[config.mk]
export PLATFORM = sky130hd
export DESIGN_NAME = yuy2_to_bgr_converter
export DESIGN_NICKNAME = d
export VERILOG_FILES = /design/src/rtl/ybgr_pkg.sv /design/src/rtl/ybgr_chroma_mul.sv /design/src/rtl/ybgr_scale_div.sv /design/src/rtl/ybgr_mix_clamp.sv /design/src/rtl/yuy2_to_bgr_converter.sv
export SDC_FILE = /design/constraint.sdc
export NUM_CORES = 2
export LEC_CHECK = 0
export BUFFER_PORTS_ARGS = -buffer_cell sky130_fd_sc_hd__buf_4
export CAP_MARGIN = 10
export CORE_ASPECT_RATIO = 0.8
export CORE_UTILIZATION = 55
export CTS_CLUSTER_SIZE = 40
export DETAILED_ROUTE_END_ITERATION = 10
export PLACE_DENSITY = 0.75
export SLEW_MARGIN = 20
export SYNTH_ARGS = -nofsm -noshare
export SYNTH_HDL_FRONTEND = slang
export SYNTH_SLANG_ARGS = --single-unit
[constraint.sdc]
create_clock -name clk -period 8.45 [get_ports clk]
set_input_delay 0.4225 -clock clk [delete_from_list [all_inputs] [get_ports clk]]
set_output_delay 0.4225 -clock clk [all_outputs]
set_load 0.01 [all_outputs]
[src/rtl/ybgr_pkg.sv]
// Shared types and constants for the YUY2 to BGR converter.
// No dependencies; used by every module under rtl/.
package ybgr_pkg;

  localparam int LumaW  = 8;
  localparam int ChromaW = 9;   // centered chroma, signed
  localparam int ProdW  = 23;   // signed chroma products
  localparam int MagW   = ProdW - 1;
  localparam int OffW   = 9;    // signed channel offset, |offset| <= 237

  localparam logic [7:0]         CHROMA_BIAS = 8'd128;
  localparam logic signed [15:0] COEF_V_TO_R = 16'sd15748;
  localparam logic signed [15:0] COEF_U_TO_G = -16'sd1873;
  localparam logic signed [15:0] COEF_V_TO_G = -16'sd4681;
  localparam logic signed [15:0] COEF_U_TO_B = 16'sd18556;

  // floor(m / 10000) == (m * RECIP_K) >> RECIP_SH, exact for m < 2**22
  localparam int          RECIP_SH = 36;
  localparam int          RECIP_W  = 23;
  localparam logic [22:0] RECIP_K  = 23'd6871948;

  localparam logic [LumaW-1:0] CHANNEL_MAX = 8'd255;

  typedef struct packed {
    logic [LumaW-1:0]        luma_first;
    logic [LumaW-1:0]        luma_second;
    logic signed [ProdW-1:0] prod_r;
    logic signed [ProdW-1:0] prod_g;
    logic signed [ProdW-1:0] prod_b;
    logic                    last;
  } prod_item_t;

  typedef struct packed {
    logic [LumaW-1:0]       luma_first;
    logic [LumaW-1:0]       luma_second;
    logic signed [OffW-1:0] off_r;
    logic signed [OffW-1:0] off_g;
    logic signed [OffW-1:0] off_b;
    logic                   last;
  } off_item_t;

  typedef struct packed {
    logic [LumaW-1:0] blue_first;
    logic [LumaW-1:0] green_first;
    logic [LumaW-1:0] red_first;
    logic [LumaW-1:0] blue_second;
    logic [LumaW-1:0] green_second;
    logic [LumaW-1:0] red_second;
    logic             last;
  } pix_item_t;

  // divide a signed product by 10000, truncating toward zero
  function automatic logic signed [OffW-1:0] div_scale(input logic signed [ProdW-1:0] p);
    logic [MagW-1:0]          mag;
    logic [MagW+RECIP_W-1:0]  full;
    logic [OffW-1:0]          q;
    mag  = p[ProdW-1] ? MagW'(-p) : MagW'(p);
    full = {{RECIP_W{1'b0}}, mag} * {{MagW{1'b0}}, RECIP_K};
    q    = {1'b0, full[RECIP_SH +: OffW-1]};
    return p[ProdW-1] ? -$signed(q) : $signed(q);
  endfunction

  function automatic logic [LumaW-1:0] clamp_sum(input logic [LumaW-1:0] y,
                                                 input logic signed [OffW-1:0] off);
    logic signed [LumaW+1:0] sum;
    sum = $signed({2'b00, y}) + {{(LumaW+2-OffW){off[OffW-1]}}, off};
    if (sum[LumaW+1]) begin
      return '0;
    end else if (sum[LumaW]) begin
      return CHANNEL_MAX;
    end
    return sum[LumaW-1:0];
  endfunction

endpackage

[src/rtl/ybgr_chroma_mul.sv]
// Stage 1: centers the chroma bytes and forms the three coefficient products.
// Depends on ybgr_pkg.
module ybgr_chroma_mul import ybgr_pkg::*; (
  input  logic             clk,
  input  logic             rst_n,
  input  logic             up_vld,
  output logic             up_rdy,
  input  logic [31:0]      up_data,
  input  logic             up_last,
  output logic             dn_vld,
  input  logic             dn_rdy,
  output prod_item_t       dn_item
);

  logic                      vld_r;
  prod_item_t                item_r;
  prod_item_t                item_nxt;
  logic signed [ChromaW-1:0] u_c;
  logic signed [ChromaW-1:0] v_c;
  logic signed [24:0]        pr;
  logic signed [24:0]        pg;
  logic signed [24:0]        pb;

  assign up_rdy = !vld_r || dn_rdy;

  always_comb begin
    u_c = $signed({1'b0, up_data[15:8]}) - $signed({1'b0, CHROMA_BIAS});
    v_c = $signed({1'b0, up_data[31:24]}) - $signed({1'b0, CHROMA_BIAS});
    pr  = COEF_V_TO_R * v_c;
    pg  = COEF_U_TO_G * u_c + COEF_V_TO_G * v_c;
    pb  = COEF_U_TO_B * u_c;
    item_nxt.luma_first  = up_data[7:0];
    item_nxt.luma_second = up_data[23:16];
    item_nxt.prod_r      = pr[ProdW-1:0];
    item_nxt.prod_g      = pg[ProdW-1:0];
    item_nxt.prod_b      = pb[ProdW-1:0];
    item_nxt.last        = up_last;
  end

  always_ff @(posedge clk) begin
    if (!rst_n) begin
      vld_r <= 1'b0;
    end else if (up_rdy) begin
      vld_r <= up_vld;
    end
  end

  always_ff @(posedge clk) begin
    if (up_rdy && up_vld) begin
      item_r <= item_nxt;
    end
  end

  assign dn_vld  = vld_r;
  assign dn_item = item_r;

endmodule

[src/rtl/ybgr_scale_div.sv]
// Stage 2: divides each product by 10000 toward zero via reciprocal multiply.
// Depends on ybgr_pkg.
module ybgr_scale_div import ybgr_pkg::*; (
  input  logic       clk,
  input  logic       rst_n,
  input  logic       up_vld,
  output logic       up_rdy,
  input  prod_item_t up_item,
  output logic       dn_vld,
  input  logic       dn_rdy,
  output off_item_t  dn_item
);

  logic      vld_r;
  off_item_t item_r;
  off_item_t item_nxt;

  assign up_rdy = !vld_r || dn_rdy;

  always_comb begin
    item_nxt.luma_first  = up_item.luma_first;
    item_nxt.luma_second = up_item.luma_second;
    item_nxt.off_r       = div_scale(up_item.prod_r);
    item_nxt.off_g       = div_scale(up_item.prod_g);
    item_nxt.off_b       = div_scale(up_item.prod_b);
    item_nxt.last        = up_item.last;
  end

  always_ff @(posedge clk) begin
    if (!rst_n) begin
      vld_r <= 1'b0;
    end else if (up_rdy) begin
      vld_r <= up_vld;
    end
  end

  always_ff @(posedge clk) begin
    if (up_rdy && up_vld) begin
      item_r <= item_nxt;
    end
  end

  assign dn_vld  = vld_r;
  assign dn_item = item_r;

endmodule

[src/rtl/ybgr_mix_clamp.sv]
// Stage 3: adds the offsets to both lumas, clamps to 0..255, holds the output item.
// Depends on ybgr_pkg.
module ybgr_mix_clamp import ybgr_pkg::*; (
  input  logic      clk,
  input  logic      rst_n,
  input  logic      up_vld,
  output logic      up_rdy,
  input  off_item_t up_item,
  output logic      dn_vld,
  input  logic      dn_rdy,
  output pix_item_t dn_item
);

  logic      vld_r;
  pix_item_t item_r;
  pix_item_t item_nxt;

  assign up_rdy = !vld_r || dn_rdy;

  always_comb begin
    item_nxt.blue_first   = clamp_sum(up_item.luma_first,  up_item.off_b);
    item_nxt.green_first  = clamp_sum(up_item.luma_first,  up_item.off_g);
    item_nxt.red_first    = clamp_sum(up_item.luma_first,  up_item.off_r);
    item_nxt.blue_second  = clamp_sum(up_item.luma_second, up_item.off_b);
    item_nxt.green_second = clamp_sum(up_item.luma_second, up_item.off_g);
    item_nxt.red_second   = clamp_sum(up_item.luma_second, up_item.off_r);
    item_nxt.last         = up_item.last;
  end

  always_ff @(posedge clk) begin
    if (!rst_n) begin
      vld_r <= 1'b0;
    end else if (up_rdy) begin
      vld_r <= up_vld;
    end
  end

  always_ff @(posedge clk) begin
    if (up_rdy && up_vld) begin
      item_r <= item_nxt;
    end
  end

  assign dn_vld  = vld_r;
  assign dn_item = item_r;

endmodule

[src/rtl/yuy2_to_bgr_converter.sv]
// YUY2 macropixel to two BGR pixels with BT.709-style integer coefficients.
// Three-stage pipeline (multiply, divide, clamp), each stage registered; every stage holds
// its item under back-pressure and fills bubbles, so the rate is one item per cycle
// whenever the output side takes one per cycle.
// Depends on ybgr_pkg, ybgr_chroma_mul, ybgr_scale_div, ybgr_mix_clamp.
module yuy2_to_bgr_converter import ybgr_pkg::*; (
  input  logic        clk,
  input  logic        rst_n,
  input  logic        in_tvalid,
  output logic        in_tready,
  input  logic [31:0] in_tdata,   // luma_first, chroma_blue, luma_second, chroma_red
  input  logic        in_tlast,   // frame_end
  output logic        out_tvalid,
  input  logic        out_tready,
  output logic [47:0] out_tdata,  // blue_first, green_first, red_first,
                                  // blue_second, green_second, red_second
  output logic        out_tlast   // frame_end_out
);

  logic       s1_vld;
  logic       s1_rdy;
  prod_item_t s1_item;
  logic       s2_vld;
  logic       s2_rdy;
  off_item_t  s2_item;
  pix_item_t  s3_item;

  ybgr_chroma_mul u_mul (
    .clk     (clk),
    .rst_n   (rst_n),
    .up_vld  (in_tvalid),
    .up_rdy  (in_tready),
    .up_data (in_tdata),
    .up_last (in_tlast),
    .dn_vld  (s1_vld),
    .dn_rdy  (s1_rdy),
    .dn_item (s1_item)
  );

  ybgr_scale_div u_div (
    .clk     (clk),
    .rst_n   (rst_n),
    .up_vld  (s1_vld),
    .up_rdy  (s1_rdy),
    .up_item (s1_item),
    .dn_vld  (s2_vld),
    .dn_rdy  (s2_rdy),
    .dn_item (s2_item)
  );

  ybgr_mix_clamp u_clamp (
    .clk     (clk),
    .rst_n   (rst_n),
    .up_vld  (s2_vld),
    .up_rdy  (s2_rdy),
    .up_item (s2_item),
    .dn_vld  (out_tvalid),
    .dn_rdy  (out_tready),
    .dn_item (s3_item)
  );

  assign out_tdata = {s3_item.red_second, s3_item.green_second, s3_item.blue_second,
                      s3_item.red_first,  s3_item.green_first,  s3_item.blue_first};
  assign out_tlast = s3_item.last;

endmodule
======== Yosys cells after proc, flatten, opt, wreduce, memory -nomap -nowiden ========
Cells that the tools add are included.
word-level totals
  memory bits (writable) .................. 0
  memory bits (read-only) ................. 0
  logic and storage cells ................. 92
  output and inout port bits .............. 51
  memories kept ........................... 0
  input bits .............................. 37
  bits in latches ......................... 0
  bits in registers ....................... 178
cells by class
  div/mod/pow operators ................... 0
  shifts and indexed selects .............. 0
  bitwise operators ....................... 0
  multiplexer cells ....................... 36
  reduce and logical (&&, ||, !) cells .... 9
  multiply operators ...................... 7
  add/subtract/negate cells ............... 15
  equal/unequal tests ..................... 0
  order comparisons ....................... 0
operators with widths
  cell                      count
  $mux W8                   21
  $mul A22 B21 Y42 const B  3
  $mux W22                  3
  $neg A22 Y22              3
  $add A9 B9 Y10            6
  $neg A8 Y9                3
  $add A23 B23 Y23          1
  $mul A14 B9 Y23 const A   1
  $mul A12 B9 Y21 const A   1
  $mul A13 B9 Y21 const A   1
  $mul A14 B9 Y21 const A   1
  $sub A8 B8 Y9 const B     2
  $mux W1                   12
  $logic_and A1 B1 Y1       3
  $logic_not A1 Y1          3
  $logic_or A1 B1 Y1        3

======== Logic depth before layout (Yosys ltp) ========
  word-level depth ........................ 5
  depth in mapped cells ................... 34
  depth with buffers taken out ............ 34

======== Modules after synthesis ========
A second synthesis with hierarchy kept.
second synthesis, totals
  cells, all modules ...................... 4157
  area, all modules ....................... 41920.2 um^2
by module, submodules not included
  module           sequential area each (um^2)  area each (um^2)  instances  cells an instance
  ybgr_scale_div   1341.3                       26938.3           1          2799
  ybgr_chroma_mul  2482.4                       10856.7           1          950
  ybgr_mix_clamp   1491.4                       4125.2            1          408

======== Worst setup path before layout ========
Ideal clock, no wire load.
  path type ............................... reg2reg
  start ................................... register u_mul.item_r (netlist bit u_mul.dn_item[30])
  end ..................................... register u_div.item_r (netlist bit u_div.dn_item[14]) (data pin)
  buffers on the path ..................... 0
  stages on the path, launching flop included .. 33
  data required time ...................... 8180 ps
  slack ................................... 238 ps
  data arrival time ....................... 7942 ps
  cells stage by stage .................... edfxtp_1 -> or4_4 -> nor4_2 -> nand2b_1 -> or2_1 -> or3_4 -> o31ai_2 -> xnor2_1 -> ha_1 -> fa_1 -> inv_1 -> fa_1 -> inv_1 -> fa_1 -> fa_1 -> fa_1 -> inv_1 -> fa_1 -> inv_1 -> ha_1 -> a21o_1 -> a21o_1 -> a21oi_1 -> or4_1 -> o21ai_1 -> a2111oi_0 -> o41ai_1 -> xor2_1 -> inv_1 -> ha_1 -> inv_1 -> o41ai_2 -> xor2_1
RTL lines
  item                      line                   RTL
  start: declaration        ybgr_chroma_mul.sv:16  prod_item_t item_r;
  start signal: assignment  ybgr_chroma_mul.sv:50  item_r <= item_nxt;
  end signal: assignment    ybgr_scale_div.sv:39   item_r <= item_nxt;
  end: declaration          ybgr_scale_div.sv:15   off_item_t item_r;

======== Worst setup path after layout ========
  start ................................... register u_mul.item_r (netlist bit u_mul.dn_item[30])
  end ..................................... register u_div.item_r (netlist bit u_div.dn_item[18]) (data pin)
between the ends
  cells in the longest elaborated chain, start to end .. 4
RTL lines
  item                line            RTL
  $neg A22 Y22        ybgr_pkg.sv:57  mag = p[ProdW-1] ? MagW'(-p) : MagW'(p);
  $mux W22 *          ybgr_pkg.sv:57
  $mul A22 B21 Y42 *  ybgr_pkg.sv:58  full = {{RECIP_W{1'b0}}, mag} * {{MagW{1'b0}}, RECIP_K};
  $neg A8 Y9 *        ybgr_pkg.sv:60  return p[ProdW-1] ? -$signed(q) : $signed(q);
Every way passes the cells marked *; elsewhere a longest branch is shown, timed or not.
A chain may end at the register's enable or synchronous reset.

==> run_results.csv <==
group,metric,value,unit
synth,yosysSeqAreaShare,13.3,%
clock_network,cts_buffer_depth,2,
synth,synth_seq_cells,178,
timing,max_freq,119,MHz
clock_network,cts_tree,"yes",
synth,yosysTopAreaCell,"fa_1",
worst_setup_path,criticalPathCategory,"register to register",
global_routing,grtUsageMet1,37.3,%
synth,async_flop_share,0,%
floorplanning,initial_utilization,55.6,%
routing,drt-wirelength-per-cell,18.6,um
outcome,status,"completed",
synth,netlist_instances,3914,
floorplanning,die_w,304,um
global_routing,antenna_found_initial,0,
routing,drt.antenna.violating_nets,0,
synth,ys_types,90,
routing,dr.pass1.iters,5,
floorplanning,die_y,243,um
layout,layout-drive-gt1-share,8.80,%
synth,syn-cell-area,40100,um^2
min_path,hold_path_depth,1,
global_routing,grt_usage,26.0,%
layout,fillCellCount,5821,
worst_setup_path,crit_slowest_cell,"or4_4",
clock_network,postCtsHoldBufs,0,
job,cap_violations,0,
layout,area_growth,9.67,%
timing,tightest_slew,881,ps
clock_network,root_buffer,"clkbuf_16",
floorplanning,rows,88,
synth,avgSynthCellArea,10.2,um^2
timing,relSlewSlack,40.6,%
worst_setup_path,rr_worst_depth,28,
clock_network,clkTransAtPathRegs,90,ps
routing,drtIter0Drc,1858,
clock_network,clk_latency,500,ps
floorplanning,ioPinCount,88,
timing,finalMaxSlewViolations,0,
global_routing,first_global_vias,28329,
clock_network,cts_sinks,178,
timing,fin_ws,65.5,ps
worst_setup_path,critPathRequiredTime,8700,ps
synth,synth_flop_cell,"edfxtp_1",
min_path,min_path_type,"primary input to register",
timing,rsz0062_at_grt,"true",
synth,synth_nets,5398,
worst_setup_path,cp_data_arrival_time,8630,ps
global_routing,grt_most_used_layer,"met2",
global_routing,grt_max_degree,66,
global_routing,overflow,0,
layout,nets,5598,
synth,synthTopCellsByArea,"fa_1, ha_1, edfxtp_1",
clock_network,cts_buffers,17,
worst_setup_path,max_stage_delay,590,ps
timing,skew,23.1,ps
routing,wirelength,94500,um
layout,num_antenna_cells,0,
layout,design_area,44000,um^2
synth,synth_edf_count,175,
routing,routed_via_density,5.43,
floorplanning,dieArea,74000,um^2
placement,dp_hpwl,83400,um
routing,vias,27544,
clock_network,htreeDepth,4,
timing,setup_violations,0,
global_routing,grt_pass1_wl,150000,um
placement,place_area,42600,um^2
global_routing,grtUsageMet3,8.52,%
global_routing,grt_use_met2,38.4,%
worst_setup_path,critPathLaunchType,"register",
worst_setup_path,end_kind,"register",
worst_setup_path,critPathMaxFanout,7,
placement,io_buffers,87,
synth,netlist.area_leader.share,30.6,%
worst_setup_path,cpMostUsedCell,"fa_1",
floorplanning,core,72100,um^2
routing,route.detailed.drc,0,
timing,finalCriticalPeriod,8380,ps
placement,gp_congestion,0.996,
placement,dpl_worst_slack,-163,ps
timing,hold_viol,0,
synth,synth_warnings,0,
timing,min_period_over_period,99.2,%
timing repair:
action                                  in CTS  in global routing
endpoints found under the setup margin       5                 23
pin swaps                                    1                 17
resized for setup                           16                 93
setup buffers                                0                 10
gates cloned                                 0                  0
cell families (layout without fill, tap and decap cells):
kind of cell	after synthesis	in the layout	synth area share [%]
mux	3	3	0.0780
buf+inv	1108	1321	10.4
fa+ha+maj	1447	1447	56.6
compound gates	539	539	9.16
simple gates	394	394	5.07
flops	178	178	13.3
xor+xnor	245	245	5.43
worst paths after layout:
kind	startpoint	endpoint	slack, ps
max	u_mul.dn_item[30]	u_div.dn_item[18]	70
min	in_tdata[18]	u_mul.dn_item[72]	110
max reg2reg	u_mul.dn_item[30]	u_div.dn_item[18]	70
min reg2reg	u_mul.dn_item[83]	u_div.dn_item[41]	420
routing by layer:
layer | share of wire, % | vias to the layer above
li1 | - | 13076
met1 | 47 | 13461
met2 | 42 | 927
met3 | 10 | 80
met4 | 1.4 | 0
met5 | 0 | -
cells in the mapped netlist (all sizes together), types with 6 or more instances:
master,number
a21oi,141
a211oi,16
fa,612
clkbuf,13
a211o,7
o41ai,17
o31a,6
xnor2,185
or3,11
a31oi,13
and2,8
o21ai,99
or2,15
nor2b,22
nor4,10
nand4,22
o21a,56
nor3,28
a21boi,10
nand2,81
or4,16
edfxtp,175
nand2b,18
a311oi,6
and3,13
o2111ai,6
nor2,95
inv,1089
o21bai,32
nand3,41
ha,835
o211ai,11
a21o,59
xor2,59
o31ai,18
state kept, by name, summed over array words and instances, names as in the netlist:
| signal | flops |
|---|---|
| u_clamp.dn_item | 49 |
| u_clamp.dn_vld | 1 |
| u_div.dn_item | 44 |
| u_div.dn_vld | 1 |
| u_mul.dn_item | 82 |
| u_mul.dn_vld | 1 |
critical path: cells and delay by family (launching register included):
kind / cells / cell delay [ps]
AOI/OAI and AO/OA: 5 / 1320
adders and majority gates: 8 / 3760
buffers and inverters: 4 / 230
xor gates and xnor gates: 1 / 190
and+or+nand+nor: 10 / 2250
DFF: 1 / 400
layout make-up:
type / count / area (um^2) / share of cell area [%]
Sequential cell: 178 / 5320 / 12.1
Inverter: 1090 / 4090 / 9.31
Multi-Input combinational cell: 2628 / 31300 / 71.1
Tap cell: 945 / 1180 / 2.69
Clock buffer: 17 / 425 / 0.968
Clock inverter: 15 / 193 / 0.438
Timing Repair Buffer: 199 / 1490 / 3.40
stage by stage:
| stage | util (%) | TNS (ps) | hold slack (ps) | instances |
|---|---|---|---|---|
| final | 61.0 | 0 | 108 | 5072 |
| after global routing | 61.0 | -714 | 86.6 | 5072 |
| after floorplan | - | 0 | 400 | 3914 |
| after detailed placement | 59.1 | -473 | 405 | 5030 |
| after global placement | 59.1 | 0 | 401 | 5030 |
| after CTS | 60.1 | 0 | 79.0 | 5062 |
cell usage in the layout, fill, tap and decap left out, types with 12 or more instances in the layout:
cell,count
a211oi_1,13
a21o_1,59
a21oi_1,136
and3_1,13
buf_4,199
clkbuf_16,17
edfxtp_1,175
fa_1,611
ha_1,816
ha_4,12
inv_1,1079
nand2_1,81
nand2b_1,18
nand3_1,40
nand4_1,22
nor2_1,92
nor2b_1,21
nor3_1,23
o21a_1,56
o21ai_0,75
o21ai_1,18
o21bai_1,32
or4_1,14
xnor2_1,170
xnor2_2,15
xor2_1,50
Power is left out: the tool's default activity adds up to more than one toggle a clock period on the data nets, which glitch-free logic cannot reach.
